**src/hw/rtl/elfr_pkg.sv**
```systemverilog
// shared types and constants of the escaped length frame receiver
`default_nettype none

package elfr_pkg;

  localparam logic [7:0] FRAME_HEAD  = 8'h7E;
  localparam logic [7:0] ESCAPE_BYTE = 8'h7D;

  // configuration register indexes
  localparam logic [1:0] CFG_MAX_LEN  = 2'd0;
  localparam logic [1:0] CFG_CAPACITY = 2'd1;
  localparam logic [1:0] CFG_HDR_CODE = 2'd2;
  localparam logic [1:0] CFG_ESC_CODE = 2'd3;

  localparam logic [15:0] MAX_LEN_RESET  = 16'd1024;
  localparam logic [15:0] CAPACITY_RESET = 16'd1024;
  localparam logic [7:0]  HDR_CODE_RESET = 8'd94;
  localparam logic [7:0]  ESC_CODE_RESET = 8'd93;

  typedef enum logic [1:0] {
    EV_PAYLOAD   = 2'd0,
    EV_GOOD      = 2'd1,
    EV_CHECK_ERR = 2'd2,
    EV_OVERFLOW  = 2'd3
  } event_kind_t;

  typedef struct packed {
    logic [15:0] max_message_length;
    logic [15:0] frame_capacity;
    logic [7:0]  escaped_header_code;
    logic [7:0]  escaped_escape_code;
  } cfg_t;

  typedef struct packed {
    event_kind_t kind;
    logic [7:0]  payload_byte;
    logic [15:0] byte_position;
    logic [15:0] frame_length;
  } result_t;

endpackage

`default_nettype wire

```
**src/hw/rtl/elfr_cfg.sv**
```systemverilog
// configuration register file
`default_nettype none

module elfr_cfg (
  input  wire logic          clk,
  input  wire logic          rst,
  input  wire logic          cfg_valid,
  input  wire logic [1:0]    cfg_index,
  input  wire logic [15:0]   cfg_data,
  output elfr_pkg::cfg_t     cfg
);
  import elfr_pkg::*;

  always_ff @(posedge clk) begin
    if (rst) begin
      cfg.max_message_length  <= MAX_LEN_RESET;
      cfg.frame_capacity      <= CAPACITY_RESET;
      cfg.escaped_header_code <= HDR_CODE_RESET;
      cfg.escaped_escape_code <= ESC_CODE_RESET;
    end else if (cfg_valid) begin
      unique case (cfg_index)
        CFG_MAX_LEN:  cfg.max_message_length  <= cfg_data;
        CFG_CAPACITY: cfg.frame_capacity      <= cfg_data;
        CFG_HDR_CODE: cfg.escaped_header_code <= cfg_data[7:0];
        CFG_ESC_CODE: cfg.escaped_escape_code <= cfg_data[7:0];
        default: ;
      endcase
    end
  end

endmodule

`default_nettype wire

```
**src/hw/rtl/elfr_core.sv**
```systemverilog
// deframing state machine with length, position and checksum registers
`default_nettype none

module elfr_core (
  input  wire logic            clk,
  input  wire logic            rst,
  input  wire logic            fire,
  input  wire logic [7:0]      line_byte,
  input  wire elfr_pkg::cfg_t  cfg,
  output logic                 res_valid,
  output elfr_pkg::result_t    res
);
  import elfr_pkg::*;

  typedef enum logic [2:0] {
    PH_WAIT   = 3'd0,
    PH_LEN_HI = 3'd1,
    PH_LEN_LO = 3'd2,
    PH_DATA   = 3'd3,
    PH_CHECK  = 3'd4,
    PH_ESC    = 3'd5
  } phase_t;

  phase_t      phase, phase_next;
  phase_t      before_esc, before_esc_next;
  logic [15:0] announced_length, announced_length_next;
  logic [15:0] bytes_received, bytes_received_next;
  logic [7:0]  running_check, running_check_next;

  always_comb begin
    logic        take;
    phase_t      take_ph;
    logic [7:0]  u;
    logic [15:0] len;
    logic [15:0] cnt_inc;

    phase_next            = phase;
    before_esc_next       = before_esc;
    announced_length_next = announced_length;
    bytes_received_next   = bytes_received;
    running_check_next    = running_check;
    res_valid             = 1'b0;
    res                   = '0;
    take                  = 1'b0;
    take_ph               = phase;
    u                     = line_byte;
    len                   = {announced_length[15:8], u};
    cnt_inc               = bytes_received + 16'd1;

    if (phase == PH_ESC) begin
      take_ph = before_esc;
      if (line_byte == cfg.escaped_header_code) begin
        u    = FRAME_HEAD;
        take = 1'b1;
      end else if (line_byte == cfg.escaped_escape_code) begin
        u    = ESCAPE_BYTE;
        take = 1'b1;
      end else begin
        phase_next = PH_WAIT;
      end
    end else if (phase == PH_LEN_HI || phase == PH_LEN_LO ||
                 phase == PH_DATA || phase == PH_CHECK) begin
      if (line_byte == FRAME_HEAD) begin
        phase_next = PH_LEN_HI;
      end else if (line_byte == ESCAPE_BYTE) begin
        before_esc_next = phase;
        phase_next      = PH_ESC;
      end else begin
        take = 1'b1;
      end
    end else if (line_byte == FRAME_HEAD) begin
      phase_next = PH_LEN_HI;
    end else begin
      phase_next = PH_WAIT;
    end

    len = {announced_length[15:8], u};

    if (take) begin
      case (take_ph)
        PH_LEN_HI: begin
          announced_length_next = {u, 8'h00};
          running_check_next    = running_check ^ u;
          phase_next            = PH_LEN_LO;
        end
        PH_LEN_LO: begin
          announced_length_next = len;
          running_check_next    = running_check ^ u;
          if (len > cfg.max_message_length) begin
            phase_next = PH_WAIT;
          end else if (len == '0) begin
            phase_next = PH_CHECK;
          end else begin
            phase_next = PH_DATA;
          end
        end
        PH_DATA: begin
          res_valid = 1'b1;
          if (bytes_received >= cfg.frame_capacity) begin
            res.kind   = EV_OVERFLOW;
            phase_next = PH_WAIT;
          end else begin
            res.kind            = EV_PAYLOAD;
            res.payload_byte    = u;
            res.byte_position   = bytes_received;
            bytes_received_next = cnt_inc;
            running_check_next  = running_check ^ u;
            phase_next = (cnt_inc >= announced_length) ? PH_CHECK : PH_DATA;
          end
        end
        PH_CHECK: begin
          res_valid  = 1'b1;
          phase_next = PH_WAIT;
          if (running_check == u) begin
            res.kind         = EV_GOOD;
            res.frame_length = announced_length;
          end else begin
            res.kind = EV_CHECK_ERR;
          end
        end
        default: phase_next = PH_WAIT;
      endcase
    end

    // leaving a frame or starting one wipes the per-frame registers
    if (phase_next == PH_WAIT || (phase_next == PH_LEN_HI && !take)) begin
      before_esc_next       = PH_WAIT;
      announced_length_next = '0;
      bytes_received_next   = '0;
      running_check_next    = '0;
    end
  end

  always_ff @(posedge clk) begin
    if (rst) begin
      phase            <= PH_WAIT;
      before_esc       <= PH_WAIT;
      announced_length <= '0;
      bytes_received   <= '0;
      running_check    <= '0;
    end else if (fire) begin
      phase            <= phase_next;
      before_esc       <= before_esc_next;
      announced_length <= announced_length_next;
      bytes_received   <= bytes_received_next;
      running_check    <= running_check_next;
    end
  end

  a_esc_resume: assert property (@(posedge clk) disable iff (rst)
    phase == PH_ESC |-> (before_esc == PH_LEN_HI || before_esc == PH_LEN_LO ||
                         before_esc == PH_DATA || before_esc == PH_CHECK))
    else $error("escape resumes into a phase outside the frame");

  a_data_count: assert property (@(posedge clk) disable iff (rst)
    phase == PH_DATA |-> bytes_received < announced_length)
    else $error("data phase with all announced bytes received");

  a_wait_clear: assert property (@(posedge clk) disable iff (rst)
    phase == PH_WAIT |-> (bytes_received == '0 && running_check == '0 &&
                          announced_length == '0))
    else $error("frame registers not cleared while hunting");

endmodule

`default_nettype wire

```
**src/hw/rtl/elfr_out.sv**
```systemverilog
// output register with skid stage
`default_nettype none

module elfr_out (
  input  wire logic               clk,
  input  wire logic               rst,
  input  wire logic               push,
  input  wire elfr_pkg::result_t  push_res,
  output logic                    can_take,
  output logic                    out_valid,
  input  wire logic               out_ready,
  output elfr_pkg::result_t       out_res
);
  import elfr_pkg::*;

  logic    skid_valid;
  result_t skid_res;

  // a free skid slot means one more word can land even if the consumer stalls
  assign can_take = !skid_valid;

  always_ff @(posedge clk) begin
    if (rst) begin
      out_valid  <= 1'b0;
      skid_valid <= 1'b0;
    end else if (out_valid && out_ready) begin
      if (skid_valid) begin
        out_res    <= skid_res;
        skid_valid <= 1'b0;
      end else if (push) begin
        out_res <= push_res;
      end else begin
        out_valid <= 1'b0;
      end
    end else if (!out_valid) begin
      if (push) begin
        out_res   <= push_res;
        out_valid <= 1'b1;
      end
    end else if (push) begin
      skid_res   <= push_res;
      skid_valid <= 1'b1;
    end
  end

  a_skid_behind: assert property (@(posedge clk) disable iff (rst)
    skid_valid |-> out_valid)
    else $error("skid holds a word while output is empty");

  a_no_push_full: assert property (@(posedge clk) disable iff (rst)
    skid_valid |-> !push)
    else $error("word pushed with both stages full");

endmodule

`default_nettype wire

```
**src/hw/rtl/escaped_length_frame_receiver_top.sv**
```systemverilog
// Escaped length frame receiver: 0x7E header, 16-bit length, data, XOR checksum.
// Each result word is registered in the output stage, or in the skid slot on a stall.
// Throughput: one line byte per cycle, stalled by in_ready while the skid is full.
// A two-deep output stage keeps input flowing for one word while the consumer stalls.
// Reset clears the deframer to header hunting and loads the configuration defaults.
`default_nettype none

module escaped_length_frame_receiver_top (
  input  wire logic        clk,
  input  wire logic        rst,
  input  wire logic        in_valid,
  output logic             in_ready,
  input  wire logic [7:0]  line_byte,
  output logic             out_valid,
  input  wire logic        out_ready,
  output logic [1:0]       event_kind,
  output logic [7:0]       payload_byte,
  output logic [15:0]      byte_position,
  output logic [15:0]      frame_length,
  input  wire logic        cfg_valid,
  output logic             cfg_ready,
  input  wire logic [1:0]  cfg_index,
  input  wire logic [15:0] cfg_data
);
  import elfr_pkg::*;

  cfg_t    cfg;
  logic    fire;
  logic    res_valid;
  result_t res;
  result_t out_res;
  logic    can_take;

  assign cfg_ready = 1'b1;
  assign in_ready  = can_take;
  assign fire      = in_valid && can_take;

  elfr_cfg u_cfg (
    .clk       (clk),
    .rst       (rst),
    .cfg_valid (cfg_valid),
    .cfg_index (cfg_index),
    .cfg_data  (cfg_data),
    .cfg       (cfg)
  );

  elfr_core u_core (
    .clk       (clk),
    .rst       (rst),
    .fire      (fire),
    .line_byte (line_byte),
    .cfg       (cfg),
    .res_valid (res_valid),
    .res       (res)
  );

  elfr_out u_out (
    .clk       (clk),
    .rst       (rst),
    .push      (fire && res_valid),
    .push_res  (res),
    .can_take  (can_take),
    .out_valid (out_valid),
    .out_ready (out_ready),
    .out_res   (out_res)
  );

  assign event_kind    = out_res.kind;
  assign payload_byte  = out_res.payload_byte;
  assign byte_position = out_res.byte_position;
  assign frame_length  = out_res.frame_length;

endmodule

`default_nettype wire

```
**config.mk**
```make
export PLATFORM = sky130hd
export DESIGN_NAME = escaped_length_frame_receiver_top
export DESIGN_NICKNAME = d
export VERILOG_FILES = /design/src/hw/rtl/elfr_pkg.sv /design/src/hw/rtl/elfr_cfg.sv /design/src/hw/rtl/elfr_core.sv /design/src/hw/rtl/elfr_out.sv /design/src/hw/rtl/escaped_length_frame_receiver_top.sv
export SDC_FILE = /design/constraint.sdc
export NUM_CORES = 1
export LEC_CHECK = 0
export BUFFER_PORTS_ARGS = -buffer_cell sky130_fd_sc_hd__buf_2
export CAP_MARGIN = 20
export CORE_ASPECT_RATIO = 0.7
export CORE_MARGIN = 1
export CORE_UTILIZATION = 45
export DETAILED_ROUTE_END_ITERATION = 10
export GPL_TIMING_DRIVEN = 1
export PLACE_DENSITY = 0.7
export SKIP_CTS_REPAIR_TIMING = 1
export SLEW_MARGIN = 20
export SYNTH_ARGS = -nofsm -noshare
export SYNTH_HDL_FRONTEND = slang
export SYNTH_HIERARCHICAL = 1
export SYNTH_SLANG_ARGS = --single-unit
```
**constraint.sdc**
```tcl
create_clock -name clk -period 16.75 [get_ports clk]
set_input_delay 1.675 -clock clk [delete_from_list [all_inputs] [get_ports clk]]
set_output_delay 1.675 -clock clk [all_outputs]
set_load 0.005 [all_outputs]
```
* Word-level counts from Yosys, hierarchy flattened *
Cells that the tools add are included.
Widths: inputs -> output; s select.

operators by class
  $add $sub $neg = 1
  reductions and logical operators = 36
  bitwise logic cells = 3
  order comparisons = 3
  multiplexer cells = 58
  equality and inequality tests = 26

operators with widths
  kind                   count
  $mux 42                5
  $mux 16                8
  $mux 3                 17
  $mux 24                2
  $mux 8                 6
  $ge 16x16->1           2
  $pmux 16 s2            1
  $eq 8x8->1             3
  $add 16x1->16 const B  1
  $eq 8x7->1 const B     2
  $gt 16x16->1           1
  $logic_not 16->1       1
  $pmux 8 s2             1
  $reduce_and 4->1       4
  $mux 1                 14
  $reduce_and 2->1       7
  $eq 3x2->1 const B     4
  $ne 2x2->1 const B     6
  $reduce_bool 2->1      5
  $eq 3x1->1 const B     3
  $eq 3x3->1 const B     3
  $pmux 3 s3             1
  $xor 8x8->8            1
  $reduce_bool 3->1      2
  15 further kinds       27

storage, ports and cells
  input port bits = 31
  output and inout bits = 45
  word-level logic and storage cells = 147
  flip-flop bits (word level) = 180

* Depth between registers and ports, before layout *
Gate-level depths: netlist (run 1).

  word-level depth = 14
  depth in mapped cells = 16
  gate-level depth less buffers = 14

* Modules after synthesis *
The synthesis (run 1) kept the hierarchy.

by module, submodules not included
  module                             instances  area an instance (um^2)  cells each
  elfr_core                          1          4468.0                   560
  elfr_out                           1          3588.4                   236
  elfr_cfg                           1          1946.9                   184
  escaped_length_frame_receiver_top  1          23.8                     4

* Least setup slack after synthesis (run 1) *
OpenSTA, ideal clock, no wires.

  kind = input port to flip-flop
  start = input port line_byte[4]
  end = register u_out/skid_res[0] (netlist name) (enable)
  cell stages on the path = 12
  slack = 8.566 ns
  arrival time = 7.637 ns
  library setup time = 0.548 ns
  cell sequence = buf_2 xnor2_2 nand4_1 or4_4 buf_6 and3_1 clkbuf_1 a21oi_1 and3_1 buf_6 buf_4 nor4bb_1

on the way
  longest elaborated chain between the ends = 8
  elaborated cells on any way between the ends = 13

ends and longest elaborated chain
  element                              line                                     source
  from (decl)                          escaped_length_frame_receiver_top.sv:13  input wire logic [7:0] line_byte,
  $eq 8x7->1                           elfr_core.sv:65                          end else if (line_byte == ESCAPE_BYTE) begin
  $mux 1                               elfr_core.sv:65
  $mux 1                               elfr_core.sv:63                          if (line_byte == FRAME_HEAD) begin
  $mux 1                               elfr_core.sv:61                          end else if (phase == PH_LEN_HI || phase == PH_LEN_LO ||
  $mux 1 *                             elfr_core.sv:50                          if (phase == PH_ESC) begin
  $mux 1 *                             elfr_core.sv:79                          if (take) begin
  via res_valid                        escaped_length_frame_receiver_top.sv:29  logic res_valid;
  $logic_and 1x1->1 *                  escaped_length_frame_receiver_top.sv:60  .push (fire && res_valid),
  $reduce_and 4->1 (no source line) *  n/a
  to (signal assigned)                 elfr_out.sv:41                           skid_res <= push_res;
  to (decl)                            elfr_out.sv:17                           result_t skid_res;

Mark *: on every way through the listed nets, which the timed path passes. The rest lies on a longest branch.
A chain may end at the register's enable or synchronous reset.

* Worst setup path after layout (run 1) *
  start = input port line_byte[3]
  end = register u_core.announced_length[7]

on the way
  longest elaborated chain between the ends = 14
  elaborated cells on any way between the ends = 37

ends and longest elaborated chain
  element                                                                line              source
  parallel branches: the longest is 14 deep, another holds $gt 16x16->1  n/a
  to (signal assigned)                                                   elfr_core.sv:144  announced_length <= announced_length_next;
  to (decl)                                                              elfr_core.sv:26   logic [15:0] announced_length, announced_length_next;

Several ways; the timed one is not identified. The select of a mux whose other input is x is not followed.

==> impl_metrics.tcl, run 1 <==
set metrics [dict create \
    gp_congestion 0.9071 \
    fin_tns_setup_ns 0 \
    grt_overflow 0 \
    slew_viol_final 0 \
    path_common_cell "o211ai_1" \
    rsz0062_at_grt "false" \
    antenna_cells 0 \
    critPathSlowestCell "a21oi_1" \
    fin_nets 1111 \
    syn_nets 1064 \
    crit_buf_inv 3 \
    htreeDepth 4 \
    wl_per_cell_um 18.13 \
    cts_sinks 180 \
    async_flop_share_pct 0 \
    power_frac_seq_pct 50.7 \
    fin_skew_ns 0.01377 \
    synth_compound_gate_area_share_pct 12.54 \
    fmax_ghz 0.1850 \
    die_x_um 180.4 \
    clockBufferDepth 2 \
    p_clk_share_pct 42.2 \
    synth_simple_gate_area_share_pct 18.24 \
    p_sw_w 0.0002366 \
    p_leak_nw 4.295 \
    layout.cells.non_filler 1326 \
    mostFrequentLayoutCells "dfxtp_1, mux2i_1, edfxtp_1" \
    synthCells 984 \
    timing_hold_violations_final 0 \
    ctsRootBufferMaster "clkbuf_16" \
    fillers 1990 \
    synth_top_family_by_area "simple AND/OR/NAND/NOR gates" \
    syn_to_final_growth_pct 9.709 \
    critPathLaunchType "input port" \
    setup_viol 0 \
    slew_headroom_pct 32.49 \
    final.setup.worst_slack_ns 11.35 \
    ant_nets 0 \
    die_h_um 126.9 \
    worst_path_largest_cell_delay_ns 0.60 \
    fin_area_mm2 0.01100 \
    clkTransAtPathRegs_ns 0.07 \
    ys_ff_latch 180 \
    min_path_type "reg2reg" \
    clock_latency_ns 0.44 \
    synth.distinct_cells 83 \
    critPathMaxFanout 11 \
    regArea_mm2 0.004444 \
    core_mm2 0.02179 \
    grt_pass1_wl_mm 38.83 \
    finalCriticalPeriod_ns 5.404 \
    cts_inserted_buffers 17 \
    die_area_mm2 0.02289 \
    synth_ff_type "dfxtp_1" \
    swShare_pct 25.22 \
    layout-drive-gt1-share_pct 14.85 \
    routed_via_density 5.578 \
    firstDrtPassIters 5 \
    crit_family "simple AND/OR/NAND/NOR gates" \
    cp_cell_sequence "buf_2 > xor2_1 > nor3_1 > nand3_1 > a21oi_1 > inv_1 > ha_1 > nor2b_1 > o211ai_1 > a21boi_0 > or4_1 > o211ai_1 > buf_4 > nand4b_1 > a2bb2o_1" \
    arrival_ns 5.79 \
    grt_max_degree 91 \
    vias 7397 \
    grt_usage_pct 21.80 \
    place_inst 1293 \
    intPower_w 0.0007015 \
    crit_path_end_kind "flip-flop" \
    grt_pass1_vias 7097 \
    drt_iter0_drc 668 \
    synth_mux_area_share_pct 9.097 \
    initial_core_util_pct 46.02 \
    wl_mm 24.03 \
    synthesis.area_mm2 0.01003 \
    comb_power_share_pct 7.0 \
    row_count 45 \
    multi_input_area_mm2 0.004969 \
    post-route-period-util_pct 32.26 \
    worstMarginPinSlew_ns 1.008 \
    grt_antenna_before_repair 0 \
    place_hpwl_mm 17.32 \
    pin_count 76 \
    path_class "in2reg" \
    p_total_w 0.0009380 \
    maxCapViolations 0 \
    cts_tree "done" \
    placed_area_mm2 0.01042 \
    layout.cells.most_common "dfxtp_1" \
    yosysSeqAreaShare_pct 44.32 \
    status "complete, no violations" \
    power_per_cell_area_mw_per_mm2 85.27 \
    synth_xor_area_share_pct 3.244 \
    synth_edf_count 84 \
    drc 0 \
    synth-adder-area-share_pct 6.114 \
    vdd_ir_drop_max_mv 0.07535 \
    yosys_warnings 6 \
    crit_required_ns 17.14 \
    io_buffers 74 \
    place_ws_ns 10.77 \
    syn-mean-instance-area_um2 10.19 \
]
==> metrics by stage <==
| stage | hold WS [ns] | utilization, % |
|---|---|---|
| floorplan | 0.4323 | - |
| global placement | 0.4505 | 47.81 |
| detailed placement | 0.4533 | 47.81 |
| CTS | 0.4743 | 50.45 |
| global route | 0.4896 | 50.49 |
| finish | 0.4710 | 50.49 |
==> kinds of logic (layout without fill, tap and decap cells) <==
group	after synthesis	after routing
flops	180	180
buf+inv	118	178
mux	91	91
fa+ha+maj	49	49
other cells	1	1
xor+xnor	32	32
compound gates	184	184
simple gates	329	329
==> registers in the layout (all words and copies together), names as in the netlist <==
name	flops
u_cfg/cfg	48
u_out/skid_res	42
u_out/skid_valid	1
u_core/running_check	8
u_core/announced_length	16
u_core/before_esc	3
u_core/bytes_received	16
u_out/out_res	42
u_out/out_valid	1
u_core/phase	3
==> cell usage after synthesis, drive strengths merged (13+ instances only) <==
cell	number	area share, %
a21oi	23	1.1
nor2b	17	1.1
nand3	23	1.2
inv	66	2.5
nor2	63	2.6
buf	34	3.2
mux2i	90	9.0
and3	13	0.86
o21ai	59	3.1
ha	49	6.1
xnor2	23	2.5
edfxtp	84	25
dfxtp	96	19
nand4	17	1.1
nand2b	55	3.4
nand2	71	2.7
and2	19	1.2
clkbuf	17	0.66
o211ai	17	1.3
==> routing by layer <==
metal	GRT usage [%]	part of all wire (%)
met5	0	0
met2	32.31	42
met1	32.28	51
met3	4.766	6.0
met4	4.726	0.77
==> cell type report <==
cell class / count / area share [%]
multi-input cells: 686 / 45.17
flip-flops and latches: 180 / 40.40
clock buffers: 18 / 4.095
repair buffers: 79 / 3.708
well taps: 282 / 3.207
inverters: 67 / 2.286
clock inverters: 14 / 1.137
==> power by group through the flow <==
stage	logic (W)	clock network, W	registers [W]
2_1_floorplan	0.0000449	0	0.000484
3_3_place_gp	0.0000642	0	0.000486
3_5_place_dp	0.0000654	0	0.000486
4_1_cts	0.0000658	0.000408	0.000476
5_1_grt	0.0000731	0.000427	0.000477
6_report	0.0000660	0.000396	0.000476
==> path summary, 6_finish.rpt <==
check,startpoint,end,slack (ns),cells past startpoint
min,u_core/announced_length[3],u_core/announced_length[3],0.47,1
max reg2reg,u_core/phase[0],u_core/announced_length[7],12.16,14
min reg2reg,u_core/announced_length[3],u_core/announced_length[3],0.47,1
max,line_byte[3],u_core/announced_length[7],11.35,15
No activity file was read; power rests on OpenSTA's default activity.
==> inputs of run 2 (changes only) <==
PLACE_DENSITY = 0.72   (was 0.7)
clock period = 4.5 ns   (was 16.75 ns; I/O delays follow)
==> run 2 against run 1 <==
Power rose to 3.8 times the previous value; utilization rose by 0.45 points; count of clock-buffer cells in the layout shrank 1; clock skew about the same; largest power group unchanged; final cell count grew 0.83%.
==> impl_metrics.tcl, run 2 (same netlist as run 1, synthesis figures left out) <==
set metrics [dict create \
    status "complete, no violations" \
    arrival_ns 4.63 \
    p_total_w 0.003526 \
    path_class "reg2reg" \
    grt_pass1_vias 6963 \
    critPathSlowestCell "nor2_1" \
    place_inst 1305 \
    slew_headroom_pct 35.52 \
    rsz0062_at_grt "false" \
    pin_count 76 \
    die_x_um 180.4 \
    worst_path_largest_cell_delay_ns 0.63 \
    critPathMaxFanout 8 \
    io_buffers 74 \
    ant_nets 0 \
    grt_max_degree 85 \
    maxCapViolations 0 \
    drt_iter0_drc 698 \
    p_leak_nw 4.347 \
    crit_family "simple AND/OR/NAND/NOR gates" \
    mostFrequentLayoutCells "dfxtp_1, mux2i_1, edfxtp_1" \
    post-route-period-util_pct 95.19 \
    vias 7444 \
    ctsRootBufferMaster "clkbuf_16" \
    p_clk_share_pct 42.6 \
    layout.cells.most_common "dfxtp_1" \
    rr_startpoint "u_cfg/cfg[3]" \
    final.setup.worst_slack_ns 0.2166 \
    fillers 1956 \
    place_ws_ns 0.1942 \
    place_hpwl_mm 17.44 \
    grt_usage_pct 21.56 \
    rr_worst_depth 15 \
    die_h_um 126.9 \
    core_mm2 0.02179 \
    row_count 45 \
    crit_path_end_kind "flip-flop" \
    gp_congestion 0.8713 \
    wl_per_cell_um 18.10 \
    cp_cell_sequence "xor2_1 > or3_1 > nor3_1 > buf_4 > or2_2 > nor2_1 > inv_1 > ha_1 > nand4_1 > nor3_1 > or3b_2 > nor2b_1 > o211ai_1 > nand3_1 > o211ai_1" \
    fin_skew_ns 0.01424 \
    regToRegSetupSlack_ns 0.22 \
    cts_tree "done" \
    slew_viol_final 0 \
    p_sw_w 0.0008858 \
    layout.cells.non_filler 1337 \
    fin_tns_setup_ns 0 \
    path_depth 15 \
    htreeDepth 4 \
    cts_inserted_buffers 17 \
    power_frac_seq_pct 50.2 \
    regMostFlops "u_cfg/cfg" \
    grt_antenna_before_repair 0 \
    clockBufferDepth 2 \
    crit_required_ns 4.84 \
    drc 0 \
    multi_input_area_mm2 0.004969 \
    hp-start "out_ready" \
    worstMarginPinSlew_ns 0.9632 \
    clock_latency_ns 0.44 \
    regArea_mm2 0.004444 \
    clkTransAtPathRegs_ns 0.08 \
    largest_reg_flops 48 \
    reg2reg_to "u_core/running_check[4]" \
    fin_nets 1122 \
    cts_sinks 180 \
    fin_area_mm2 0.01110 \
    intPower_w 0.002640 \
    die_area_mm2 0.02289 \
    min_path_type "in2reg" \
    antenna_cells 0 \
    timing_hold_violations_final 0 \
    syn_to_final_growth_pct 10.68 \
    grt_pass1_wl_mm 38.65 \
    initial_core_util_pct 46.02 \
    top_regs "u_cfg/cfg x48, u_out/out_res x42, u_out/skid_res x42" \
    setup_viol 0 \
    critPathCapture "u_core/running_check[4]" \
    swShare_pct 25.12 \
    finalCriticalPeriod_ns 4.283 \
    wl_mm 24.20 \
    layout-drive-gt1-share_pct 15.64 \
    routed_via_density 5.568 \
    crit_buf_inv 2 \
    critPathLaunchType "flip-flop" \
    firstDrtPassIters 5 \
    power_per_cell_area_mw_per_mm2 317.7 \
    comb_power_share_pct 7.2 \
    startpoint "u_cfg/cfg[3]" \
    placed_area_mm2 0.01051 \
    fmax_ghz 0.2335 \
    vdd_ir_drop_max_mv 0.2684 \
    grt_overflow 0 \
]
run 2: final cells by class:
| cell class | instances | share of cell area (%) |
|---|---|---|
| timing repair buffer | 90 | 4.419 |
| sequential | 180 | 40.05 |
| clock inverter | 15 | 1.488 |
| inverter | 67 | 2.266 |
| multi-input combinational | 686 | 44.77 |
| tap | 282 | 3.179 |
| clock buffer | 17 | 3.833 |
run 2: layer usage:
| metal | track usage (%) | part of all wire (%) |
|---|---|---|
| met5 | 0 | 0 |
| met4 | 6.486 | 1.4 |
| met1 | 33.00 | 51 |
| met2 | 30.48 | 41 |
| met3 | 3.905 | 6.2 |
run 2: worst min-delay path by stage:
stage / end / cells after the start
CTS: u_out/skid_valid / 2
global route: u_out/skid_valid / 2
global placement: u_core/announced_length[5] / 1
finish: u_out/skid_valid / 2
detailed placement: u_core/announced_length[6] / 1
floorplan: u_core/announced_length[1] / 1
run 2: per-stage QoR:
stage	util (%)	hold slack, ns
6_report	50.93	0.2797
5_1_grt	50.93	0.2769
4_1_cts	50.93	0.2605
3_5_place_dp	48.22	0.4598
3_3_place_gp	48.22	0.4501
2_1_floorplan	-	0.4323
run 2: worst reg2reg max path: stages (launching register included):
cell	delay [ns]
dfxtp_1	0.39
xor2_1	0.20
or3_1	0.17
nor3_1	0.06
buf_4	0.15
or2_2	0.33
nor2_1	0.63
inv_1	0.11
ha_1	0.33
nand4_1	0.09
nor3_1	0.17
or3b_2	0.50
nor2b_1	0.16
o211ai_1	0.19
nand3_1	0.38
o211ai_1	0.32
run 2: power by group through the flow:
stage,registers [W],clock network [W],logic (W)
final,0.00177,0.00150,0.000254
after global routing,0.00177,0.00158,0.000279
after CTS,0.00177,0.00152,0.000252
after detailed placement,0.00181,0,0.000250
after global placement,0.00181,0,0.000245
after floorplan,0.00180,0,0.000167
==> inputs of run 3 (changes only) <==
CORE_UTILIZATION = 55   (was 45)
PLACE_DENSITY = 0.84   (was 0.72)
==> run 3 against run 2 <==
Register-to-register slack gained 0.07 ns; final area down 1.2%; count of clock-buffer cells in the layout unchanged; final cell count shrank 4.2%; hold slack better by 0.0094 ns; critical path type unchanged; largest cell class unchanged; largest power group unchanged.
==> impl_metrics.tcl, run 3 (same netlist as run 1, synthesis figures left out) <==
set metrics [dict create \
    grt_usage_pct 26.34 \
    fin_skew_ns 0.007148 \
    clock_latency_ns 0.43 \
    vias 7516 \
    layout.cells.most_common "dfxtp_1" \
    status "complete, no violations" \
    routed_via_density 5.867 \
    top_regs "u_cfg/cfg x48, u_out/out_res x42, u_out/skid_res x42" \
    power_per_cell_area_mw_per_mm2 312.2 \
    layout.cells.non_filler 1281 \
    pin_count 76 \
    fin_nets 1117 \
    cts_inserted_buffers 17 \
    arrival_ns 4.54 \
    crit_path_end_kind "flip-flop" \
    cts_tree "done" \
    fmax_ghz 0.2376 \
    final_core_util_pct 62.61 \
    largest_reg_flops 48 \
    clockBufferDepth 2 \
    critPathLaunchType "flip-flop" \
    wl_mm 23.59 \
    syn_to_final_growth_pct 9.383 \
    path_class "reg2reg" \
    path_common_cell "nor3_1" \
    slew_headroom_pct 32.01 \
    die_h_um 115.0 \
    mostFrequentLayoutCells "dfxtp_1, mux2i_1, edfxtp_1" \
    worstMarginPinSlew_ns 1.016 \
    drc 0 \
    clkTransAtPathRegs_ns 0.07 \
    grt_pass1_wl_mm 38.23 \
    critPathMaxFanout 12 \
    ant_nets 0 \
    grt_overflow 0 \
    regMostFlops "u_cfg/cfg" \
    critPathSlowestCell "or4_1" \
    initial_core_util_pct 57.24 \
    maxCapViolations 0 \
    p_total_w 0.003425 \
    rsz0062_at_grt "false" \
    crit_required_ns 4.83 \
    place_hpwl_mm 16.91 \
    wl_per_cell_um 18.42 \
    slew_viol_final 0 \
    htreeDepth 4 \
    grt_max_degree 85 \
    grt_antenna_before_repair 0 \
    regToRegSetupSlack_ns 0.29 \
    fin_tns_setup_ns 0 \
    grt_pass1_vias 7140 \
    ctsRootBufferMaster "clkbuf_16" \
    cp_cell_sequence "nand3b_4 > or3_1 > nor3_1 > or2_2 > nor2_1 > inv_1 > ha_1 > nand4_1 > nor3_1 > a21boi_0 > or4_1 > o211ai_1 > buf_4 > a21oi_1 > o32ai_1" \
    timing_hold_violations_final 0 \
    crit_buf_inv 2 \
    core_mm2 0.01752 \
    layout-drive-gt1-share_pct 15.24 \
    min_path_type "in2reg" \
    place_inst 1249 \
    p_leak_nw 4.302 \
    die_x_um 163.4 \
    row_count 40 \
    gp_congestion 0.9237 \
    io_buffers 74 \
    antenna_cells 0 \
    cts_sinks 180 \
    drt_iter0_drc 779 \
    firstDrtPassIters 7 \
    setup_viol 0 \
    die_area_mm2 0.01878 \
    finalHoldWorstSlack_ns 0.2891 \
    vdd_ir_drop_max_mv 0.2113 \
    post-route-period-util_pct 93.53 \
    finalCriticalPeriod_ns 4.209 \
    crit_family "simple AND/OR/NAND/NOR gates" \
    worst_path_largest_cell_delay_ns 0.60 \
]
[run 3: changes by cell type in the layout (fill, tap and decap cells not counted), sizes merged]
cell and delta:
bufinv -1, clkinvlp +1, buf -5
[run 3: worst register-to-register path, cell delays in order (launching register included)]
cell and delay (ns):
dfxtp_1 0.59, nand3b_4 0.17, or3_1 0.42, nor3_1 0.44
or2_2 0.24, nor2_1 0.13, inv_1 0.09, ha_1 0.24
nand4_1 0.11, nor3_1 0.06, a21boi_0 0.12, or4_1 0.60
o211ai_1 0.22, buf_4 0.25, a21oi_1 0.13, o32ai_1 0.30
[run 3: final timing paths]
path,cells past startpoint,startpoint,endpoint
setup / recovery,15,u_core/phase[0],u_core/before_esc[0]
setup reg to reg,15,u_core/phase[0],u_core/before_esc[0]
hold / removal,3,cfg_data[1],u_cfg/cfg[9]
hold reg to reg,1,u_core/announced_length[1],u_core/announced_length[1]
[run 3: through the flow]
step                      setup slack [ns]  instance area [um2]
after CTS                           0.3574                10970
final                               0.2910                10970
after floorplan                     0.2625                10040
after detailed placement            0.3690                10420
after global routing              0.007780                10970
after global placement              0.5100                10420
[run 3: per-layer routing]
metal | vias up | GRT usage, % | share of wire [%]
li1 | 3641 | - | -
met1 | 3580 | 39.18 | 49
met2 | 280 | 39.44 | 43
met3 | 15 | 4.654 | 7.2
met4 | 0 | 6.667 | 0.92
met5 | - | 0 | 0
[run 3: final cells by class]
cell class / count / area (um2)
inverter: 67 / 251.5
clock inverter: 15 / 123.9
clock buffer: 17 / 425.4
tap: 231 / 289.0
fill: 1425 / 6549
multi-input combinational: 686 / 4969
sequential: 180 / 4444
timing repair buffer: 85 / 465.4
[run 3: report_power, final]
part / internal (W) / total, W / switching [W]
clock: 0.000722 / 0.00140 / 0.000680
combinational: 0.000103 / 0.000250 / 0.000146
sequential: 0.00175 / 0.00177 / 0.0000271
total: 0.00257 / 0.00342 / 0.000853
